<file path="src/rtl/tmq_pkg.sv">
// tmq_pkg: shared types and codes for the timed message queue.
// Holds request/result structs, request and result kind codes, default depth.
// No dependencies.
package tmq_pkg;

  localparam int QUEUE_DEPTH_DEF = 16;

  localparam logic [1:0] REQ_SCHED_GAME = 2'd0;
  localparam logic [1:0] REQ_SCHED_SYS  = 2'd1;
  localparam logic [1:0] REQ_UPDATE     = 2'd2;
  localparam logic [1:0] REQ_CLEAR      = 2'd3;

  localparam logic [1:0] KIND_ACCEPTED = 2'd0;
  localparam logic [1:0] KIND_DROPPED  = 2'd1;
  localparam logic [1:0] KIND_DELIVERY = 2'd2;
  localparam logic [1:0] KIND_IDLE     = 2'd3;

  typedef struct packed {
    logic [1:0]  req_type;
    logic [31:0] delay_ms;
    logic [31:0] target_id;
    logic [15:0] message_handle;
    logic [31:0] game_tick;
    logic [31:0] sys_tick;
  } tmq_req_t;

  typedef struct packed {
    logic [1:0]  result_kind;
    logic [31:0] out_target;
    logic [15:0] out_handle;
    logic        last_result;
  } tmq_res_t;

  typedef struct packed {
    logic [31:0] deadline;
    logic        base;
    logic [31:0] target;
    logic [15:0] handle;
  } tmq_entry_t;

endpackage

</file>
<file path="src/rtl/timed_message_queue.sv">
// timed_message_queue: top level of the timed message queue.
// Depends on tmq_pkg and tmq_alu; entry storage is a local memory.
//
// An item is taken when start is high and busy is low. Schedule and clear
// items give one result, which shows in the cycle busy drops. An update
// walks the stored entries one per cycle through a single adder and a
// one-read, one-write memory, so busy stays high through the whole walk;
// deliveries appear one per strobe as they are found, the last one marked,
// and the final result shows in the cycle busy drops. Results are held for
// a single cycle and the receiver cannot stall them.
module timed_message_queue #(
  parameter int QUEUE_DEPTH = tmq_pkg::QUEUE_DEPTH_DEF
) (
  input  logic               clk,
  input  logic               rst,
  input  logic               start,
  output logic               busy,
  input  tmq_pkg::tmq_req_t  req,
  output logic               strobe,
  output tmq_pkg::tmq_res_t  result
);
  import tmq_pkg::*;

  localparam int CNT_W = $clog2(QUEUE_DEPTH + 1);
  localparam int IDX_W = (QUEUE_DEPTH > 1) ? $clog2(QUEUE_DEPTH) : 1;

  typedef enum logic [3:0] {
    S_IDLE = 4'b0001,
    S_EXEC = 4'b0010,
    S_SCAN = 4'b0100,
    S_FIN  = 4'b1000
  } state_t;

  state_t     state;
  tmq_req_t   cur;
  logic [CNT_W-1:0] count;
  logic [CNT_W-1:0] idx;
  logic [CNT_W-1:0] keep;
  logic [CNT_W-1:0] idx_inc;
  logic             pend_valid;
  logic [31:0]      pend_target;
  logic [15:0]      pend_handle;

  tmq_entry_t mem [QUEUE_DEPTH];
  tmq_entry_t rd_data;
  logic [IDX_W-1:0] rd_addr;
  logic             wr_en;
  logic [IDX_W-1:0] wr_addr;
  tmq_entry_t       wr_data;

  logic [31:0] alu_a;
  logic [31:0] alu_b;
  logic        alu_sub;
  logic [31:0] alu_sum;
  logic        alu_lt;
  logic        is_sched;
  logic        full;

  assign busy     = (state != S_IDLE);
  assign idx_inc  = idx + 1'b1;
  assign is_sched = cur.req_type inside {REQ_SCHED_GAME, REQ_SCHED_SYS};
  assign full     = (count >= CNT_W'(QUEUE_DEPTH));

  always_comb begin
    alu_sub = (state == S_SCAN);
    if (state == S_SCAN) begin
      alu_a = rd_data.deadline;
      alu_b = rd_data.base ? cur.sys_tick : cur.game_tick;
    end else begin
      alu_a = (cur.req_type == REQ_SCHED_SYS) ? cur.sys_tick : cur.game_tick;
      alu_b = cur.delay_ms;
    end
  end

  tmq_alu u_alu (
    .a      (alu_a),
    .b      (alu_b),
    .op_sub (alu_sub),
    .sum    (alu_sum),
    .lt     (alu_lt)
  );

  always_comb begin
    rd_addr = (state == S_SCAN) ? idx_inc[IDX_W-1:0] : '0;
    wr_en   = 1'b0;
    wr_addr = count[IDX_W-1:0];
    wr_data = '{deadline: alu_sum, base: cur.req_type[0],
                target: cur.target_id, handle: cur.message_handle};
    if (state == S_EXEC && is_sched && !full) begin
      wr_en = 1'b1;
    end else if (state == S_SCAN && !alu_lt) begin
      wr_en   = 1'b1;
      wr_addr = keep[IDX_W-1:0];
      wr_data = rd_data;
    end
  end

  always_ff @(posedge clk) begin
    if (wr_en) begin
      mem[wr_addr] <= wr_data;
    end
    rd_data <= mem[rd_addr];
  end

  always_ff @(posedge clk) begin
    if (rst) begin
      state      <= S_IDLE;
      count      <= '0;
      strobe     <= 1'b0;
      pend_valid <= 1'b0;
      idx        <= '0;
      keep       <= '0;
    end else begin
      strobe <= 1'b0;
      case (state)
        S_IDLE: begin
          if (start) begin
            cur   <= req;
            state <= S_EXEC;
          end
        end
        S_EXEC: begin
          idx        <= '0;
          keep       <= '0;
          pend_valid <= 1'b0;
          if (is_sched) begin
            strobe <= 1'b1;
            state  <= S_IDLE;
            result <= '{result_kind: full ? KIND_DROPPED : KIND_ACCEPTED,
                        out_target: '0, out_handle: '0, last_result: 1'b1};
            if (!full) begin
              count <= count + 1'b1;
            end
          end else if (cur.req_type == REQ_CLEAR) begin
            strobe <= 1'b1;
            count  <= '0;
            state  <= S_IDLE;
            result <= '{result_kind: KIND_IDLE, out_target: '0,
                        out_handle: '0, last_result: 1'b1};
          end else if (count == '0) begin
            state <= S_FIN;
          end else begin
            state <= S_SCAN;
          end
        end
        S_SCAN: begin
          if (alu_lt) begin
            if (pend_valid) begin
              strobe <= 1'b1;
              result <= '{result_kind: KIND_DELIVERY, out_target: pend_target,
                          out_handle: pend_handle, last_result: 1'b0};
            end
            pend_valid  <= 1'b1;
            pend_target <= rd_data.target;
            pend_handle <= rd_data.handle;
          end else begin
            keep <= keep + 1'b1;
          end
          idx <= idx_inc;
          if (idx_inc == count) begin
            count <= alu_lt ? keep : keep + 1'b1;
            state <= S_FIN;
          end
        end
        S_FIN: begin
          strobe <= 1'b1;
          state  <= S_IDLE;
          if (pend_valid) begin
            result <= '{result_kind: KIND_DELIVERY, out_target: pend_target,
                        out_handle: pend_handle, last_result: 1'b1};
          end else begin
            result <= '{result_kind: KIND_IDLE, out_target: '0,
                        out_handle: '0, last_result: 1'b1};
          end
          pend_valid <= 1'b0;
        end
        default: begin
          state <= S_IDLE;
        end
      endcase
    end
  end

endmodule

</file>
<file path="src/rtl/tmq_alu.sv">
// tmq_alu: shared 32-bit adder used for deadline sums and deadline compares.
// Subtract mode reports an unsigned a < b through the borrow.
// No dependencies.
module tmq_alu (
  input  logic [31:0] a,
  input  logic [31:0] b,
  input  logic        op_sub,
  output logic [31:0] sum,
  output logic        lt
);

  logic [31:0] b_eff;
  logic [32:0] res;

  assign b_eff = op_sub ? ~b : b;
  assign res   = {1'b0, a} + {1'b0, b_eff} + {32'd0, op_sub};
  assign sum   = res[31:0];
  assign lt    = op_sub & ~res[32];

endmodule

</file>
<file path="config.mk">
export PLATFORM = sky130hd
export DESIGN_NAME = timed_message_queue
export DESIGN_NICKNAME = d
export VERILOG_FILES = /design/src/rtl/tmq_pkg.sv /design/src/rtl/timed_message_queue.sv /design/src/rtl/tmq_alu.sv
export SDC_FILE = /design/constraint.sdc
export NUM_CORES = 2
export LEC_CHECK = 0
export ABC_CLOCK_PERIOD_IN_PS = 36200
export BUFFER_PORTS_ARGS = -buffer_cell sky130_fd_sc_hd__buf_2
export CAP_MARGIN = 20
export CORE_MARGIN = 5
export CORE_UTILIZATION = 40
export DETAILED_ROUTE_END_ITERATION = 10
export HOLD_SLACK_MARGIN = 0.1
export SYNTH_ARGS = -nofsm -noshare
export SYNTH_HDL_FRONTEND = slang
export SYNTH_SLANG_ARGS = --single-unit
</file>
<file path="constraint.sdc">
create_clock -name clk -period 36.2 [get_ports clk]
set_input_delay 1.81 -clock clk [delete_from_list [all_inputs] [get_ports clk]]
set_output_delay 1.81 -clock clk [all_outputs]
set_load 0.03 [all_outputs]
</file>
Word level (Yosys, flattened, before mapping)
Memory sizes are Yosys's and may differ from the RTL's. A register that Yosys moved wholly into a read port is not among the register bits.
Index checks and enable logic that the tools add are counted.
- reduce and logical (&&, ||, !) cells: 18
- equality and inequality tests: 14
- bitwise gates (word level): 4
- $add $sub $neg: 5
- mux-type cells: 42
- $lt $le $gt $ge: 1
- operators by type and width (cell ; count):
    $mux 51 ; 4
    $mux 81 ; 2
    $mux 32 ; 5
    $pmux 51 s3 ; 1
    $mux 50 ; 1
    $add 32x32->33 ; 1
    $add 33x1->33 ; 1
    $mux 4 ; 8
    $not 32->32 ; 1
    $pmux 5 s2 ; 3
    $mux 5 ; 5
    $add 5x1->5 const B ; 3
    $pmux 4 s3 ; 1
    $mux 1 ; 10
    $ne 2x2->1 const B ; 4
    $reduce_and 3->1 ; 2
    $reduce_bool 2->1 ; 3
    $eq 5x5->1 ; 1
    $ge 5x5->1 const B ; 1
    $logic_not 5->1 ; 1
    $reduce_and 5->1 ; 1
    $eq 4x1->1 const B ; 1
    $eq 4x2->1 const B ; 1
    $eq 4x3->1 const B ; 1
    other kinds (17) ; 22
- logic and storage cells: 103
- flip-flop bits (word level): 266
- output and inout bits: 53
- memories: 1
- memory bits (writable): 1296
- memory list (name ; words ; bits a word ; rd ports ; clocked after Yosys merged registers in ; wr ports ; line ; text):
    mem ; 16 ; 81 ; 1 ; 1 ; 1 ; timed_message_queue.sv:44 ; tmq_entry_t mem [QUEUE_DEPTH];

Depth between registers and ports, before layout
- depth in word-level cells: 14
- depth in mapped cells: 21

Hierarchy
A second synthesis with hierarchy kept.
- cell total of the unflattened synthesis: 4919
- area total of the unflattened synthesis: 67203.2 sq um
- by module, submodules not included (module ; area an instance (sq um) ; times used ; cells each):
    timed_message_queue ; 65087.4 ; 1 ; 4622
    tmq_alu ; 2115.8 ; 1 ; 297

Worst setup path after synthesis
OpenSTA, ideal clock, no wires.
- path type: in2reg
- start point: in rst
- end point: reg cur[0] (netlist bit), enable pin
- path buffers: 1
- slack: 22.728 ns
- stages on the path: 2
- data arrival time: 12.612 ns
- cell sequence: clkbuf_1 -> nor3b_1
- cells in the longest elaborated chain, start to end: 2
- ends and longest elaborated chain (what ; line ; text):
    start: declaration ; timed_message_queue.sv:15 ; input logic rst,
    $not 1->1 (no source line) ; -- ;
    $reduce_and 3->1 (no source line) ; -- ;
    end signal: assignment ; timed_message_queue.sv:118 ; cur <= req;
    end: declaration ; timed_message_queue.sv:35 ; tmq_req_t cur;
No other way between the ends.
A chain may end at the register's enable or synchronous reset.

Worst setup path after layout
- start point: reg state[2]
- end point: mem mem[0][2] (netlist bit), enable pin
- cells in the longest elaborated chain, start to end: 14
- elaborated cells on any way between the ends: 20
- ends and longest elaborated chain (what ; line ; text):
    start: declaration ; timed_message_queue.sv:34 ; state_t state;
    start signal: assignment ; timed_message_queue.sv:107 ; state <= S_IDLE;
    start signal: assignment ; timed_message_queue.sv:119 ; state <= S_EXEC;
    start signal: assignment ; timed_message_queue.sv:128 ; state <= S_IDLE;
    $eq 4x3->1 ; timed_message_queue.sv:65, timed_message_queue.sv:66, timed_message_queue.sv:91 ;
    $mux 32 ; timed_message_queue.sv:66 ; if (state == S_SCAN) begin
    $not 32->32 ; tmq_alu.sv:15 ; assign b_eff = op_sub ? ~b : b;
    $mux 32 ; tmq_alu.sv:15 ;
    $add 32x32->33 ; tmq_alu.sv:16 ; assign res = {1'b0, a} + {1'b0, b_eff} + {32'd0, op_sub};
    $add 33x1->33 ; tmq_alu.sv:16 ;
    $not 1->1 ; tmq_alu.sv:18 ; assign lt = op_sub & ~res[32];
    $and 1x1->1 ; tmq_alu.sv:18 ;
    $logic_not 1->1 ; timed_message_queue.sv:91 ; end else if (state == S_SCAN && !alu_lt) begin
    $logic_and 1x1->1 ; timed_message_queue.sv:91 ;
    $mux 1 ; timed_message_queue.sv:91 ;
    $mux 1 ; timed_message_queue.sv:89 ; if (state == S_EXEC && is_sched && !full) begin
    $mux 1 ; timed_message_queue.sv:99 ; if (wr_en) begin
    $mux 1 (implied by the code) ; timed_message_queue.sv:100 ; mem[wr_addr] <= wr_data;
    end: declaration ; timed_message_queue.sv:44 ;
Parallel ways exist; a longest one is shown, timed or not.

==> metrics <==
HPWL after DPL 92480 µm; total track usage 19.19%; setup violators final 0; Max Freq 0.1214 GHz; Cell Int Power 3.161 mW; Distinct cells, synth 72; CP Max Fanout 134; GPL Wtd Cong 0.8468; core region area 164600 µm²; Port Buffer Count 201; HP Start rd_data[29]; vias in the first global route 38.13k; Net Sw Power 851.8 µW; Final Hold Fails 0; total number of vias 38.27k; top cell type's share of synthesized area 70.00%; total grt overflow 0; Synth Register Bits 1643; Worst Reg-to-Reg Cells 17; asr flop ratio synth 0%; Clock Power Share 43.6%; PnR worst setup slack 27960 ps; max incr delay on CP 760 ps; clk slew on worst S/H paths 60 ps; 1st-pass router iterations 7; Peak VDD IR 0.05318 mV; Die Height 416.5 µm; Most common cell on crit path buf_4; CP bufs+invs 5; Clock Tree Buf Depth 3; Rows 149; critical path, cell by cell nor4b_4 -> buf_4 -> inv_8 -> nand2_1 -> o21ai_0 -> ha_1 -> a21o_1 -> a21oi_1 -> a21boi_1 -> a2111oi_4 -> o21bai_2 -> a21o_4 -> buf_4 -> a31oi_1 -> nor2_4 -> buf_4 -> buf_4; synth warn 0; critical path startpoint category flop; Die X 416.5 µm; status finished, final reports clean; Resize count post-CTS 0; sequential-to-total area share from yosys stat 73.09%; Vias per Instance 5.532; Hold EP pend_target[13]; endpoint type of the worst setup path flop; CP Class reg2reg; register share of total power 53.0%; initial antenna violation count 9; Comb power frac 3.4%; Slew HR 22.18%; Critical Path AT 8660 ps; skew final 54.21 ps; Final Cycle Share 22.75%; boundary pin count 202; Slowest-stage cell, CP nor2_4; setup slack after placement 27950 ps; 1st-iter DRT viols 3690; CTS H-Tree Depth 4; worst-margin pin slew 1167 ps; clock root cell clkbuf_16; final core utilization 45.82%; largest net degree at the start of global routing 170; P per Cell Area 53.20 nW/µm²; first-pass GRT wire length 252700 µm; Post-CTS Hold Fix Bufs 0; post-route ant nets 0; final worst path period need 8236 ps; DRC violations left 0; fillcell total 14.33k; TNS Setup 0 ps; starting density of the core 40.16%; Layout area overhead 14.09%; share of layout cells above drive strength 1 20.44%; most common library cells after synthesis edfxtp_1, nand2_1, a21oi_1; fin nets 4763; CTS tree yes; syn nets 4582; Static Leak 24.29 nW; fin. max-slew vios 0; Clock Sinks 1643; Mapped Cells 4397; worst hold path class reg2reg; flop2flop setup slack 27960 ps; Req. time, crit path 36630 ps; Routed wire per std cell 24.63 µm; synth top area cells edfxtp_1, mux2_2, a21oi_1, dfxtp_1, mux2i_1; Critical R2R Launch state[2]; DIE AREA 173500 µm²; clock latency on the worst-skew pair 820 ps; synthesized area 66100 µm²; # Max-Cap Violations 0; top_reg_cell synth edfxtp_1; unrepaired setup endpoints after global routing no; cts bufs inserted 171; final WL 170400 µm; Hold Path Depth 0; switching share of power 21.23%; Top delay family on crit path buffers and inverters; Syn Area/Cell 15.03 µm²; Post-synth EDFFs 1541; top-count cell post-synth edfxtp_1; Synth area leader edfxtp_1; reg-to-reg endpoint mem[0][2]; setup bufs post-CTS 0
-- worst reg2reg max path: cells and delay by family, from the launching register on --
family                   cells  cell delay (ps)
AO/OA/AOI/OAI                8             2590
AND/OR/NAND/NOR              3             1280
flip-flops                   1              480
buffers and inverters        5             3050
adder cells (fa/ha/maj)      1              420
-- worst max-delay path by stage --
stage,start,endpoint,slack [ps],cells after the start
after floorplan,rst,cur[0],22730,2
after global placement,state[2],mem[8][12],28120,16
after detailed placement,state[2],mem[0][0],27950,17
after CTS,state[2],mem[0][46],27860,17
after global routing,state[2],mem[0][2],27500,17
final,state[2],mem[0][2],27960,17
-- layer usage --
layer | vias to the layer above | GRT usage (%) | wire length, µm
met1 | 19430 | 27.10 | 75440
met5 | - | 0 | 22
met3 | 232 | 3.448 | 10920
met4 | 4 | 4.932 | 3829
met2 | 1279 | 30.86 | 80180
li1 | 17330 | - | -
-- final cells by class --
class / count / area [µm²] / area share (%)
tap: 2189 / 2739 / 3.632
sequential: 1643 / 48320 / 64.07
antenna: 2 / 5.005 / 0.006636
inverter: 14 / 60.06 / 0.07963
timing repair buffer: 298 / 1834 / 2.432
clock buffer: 239 / 4786 / 6.346
multi-input combinational: 2450 / 16810 / 22.29
clock inverter: 83 / 865.8 / 1.148
-- registers in the layout, indices dropped and copies added, names as in the netlist --
register and count:
result 51, pend_valid 1, idx 5, pend_target 32
state 4, pend_handle 16, count 5, rd_data 81
strobe 1, mem 1296, cur 146, keep 5
-- kinds of logic (layout without fill, tap and decap cells) --
group | after synthesis | after routing | synth area share, %
XOR/XNOR | 46 | 46 | 0.6095
flip-flops | 1643 | 1643 | 73.09
buffers and inverters | 304 | 634 | 1.830
AND/OR/NAND/NOR | 772 | 772 | 4.861
AO/OA/AOI/OAI | 1042 | 1042 | 9.848
other | 0 | 2 | 0
multiplexers | 554 | 554 | 9.068
adder cells (fa/ha/maj) | 36 | 36 | 0.6928
-- through the flow --
step,hold slack (ps),cell area (µm²),power [mW],std cells
detailed placement,417.0,69620,2.298,6578
global placement,413.4,69570,2.294,6573
global route,443.3,75410,4.145,6916
finish,430.6,75420,4.012,6918
CTS,426.3,75270,4.043,6900
floorplan,408.1,66100,2.239,4397
-- power groups by stage --
| stage | Combinational [mW] | Sequential (mW) | Clock (mW) |
|---|---|---|---|
| 6_report | 0.138 | 2.13 | 1.75 |
| 5_1_grt | 0.150 | 2.13 | 1.87 |
| 4_1_cts | 0.132 | 2.13 | 1.78 |
| 3_5_place_dp | 0.131 | 2.17 | 0 |
| 3_3_place_gp | 0.127 | 2.17 | 0 |
| 2_1_floorplan | 0.0716 | 2.17 | 0 |
-- cell usage in the layout (no fill, tap or decap), types with 6 or more instances in the layout --
cell / n
inv_1: 13
a221oi_1: 81
a32o_1: 81
a211oi_1: 7
and3_1: 9
nand3_1: 13
mux2i_1: 195
nor2_1: 132
xnor2_1: 26
nor3_1: 13
bufinv_16: 10
and2_1: 51
a21oi_1: 460
clkbuf_16: 172
a21o_1: 16
buf_4: 89
nor2_4: 18
edfxtp_1: 1541
nand2_1: 504
clkinv_2: 28
xor2_1: 19
mux2_2: 359
ha_1: 34
clkbuf_8: 23
clkbuf_1: 44
dfxtp_1: 100
inv_6: 6
clkinv_1: 24
a31oi_1: 12
buf_2: 201
buf_12: 8
o21ai_0: 251
o211ai_1: 6
o221ai_1: 81
No activity file was read; power rests on OpenSTA's default activity.
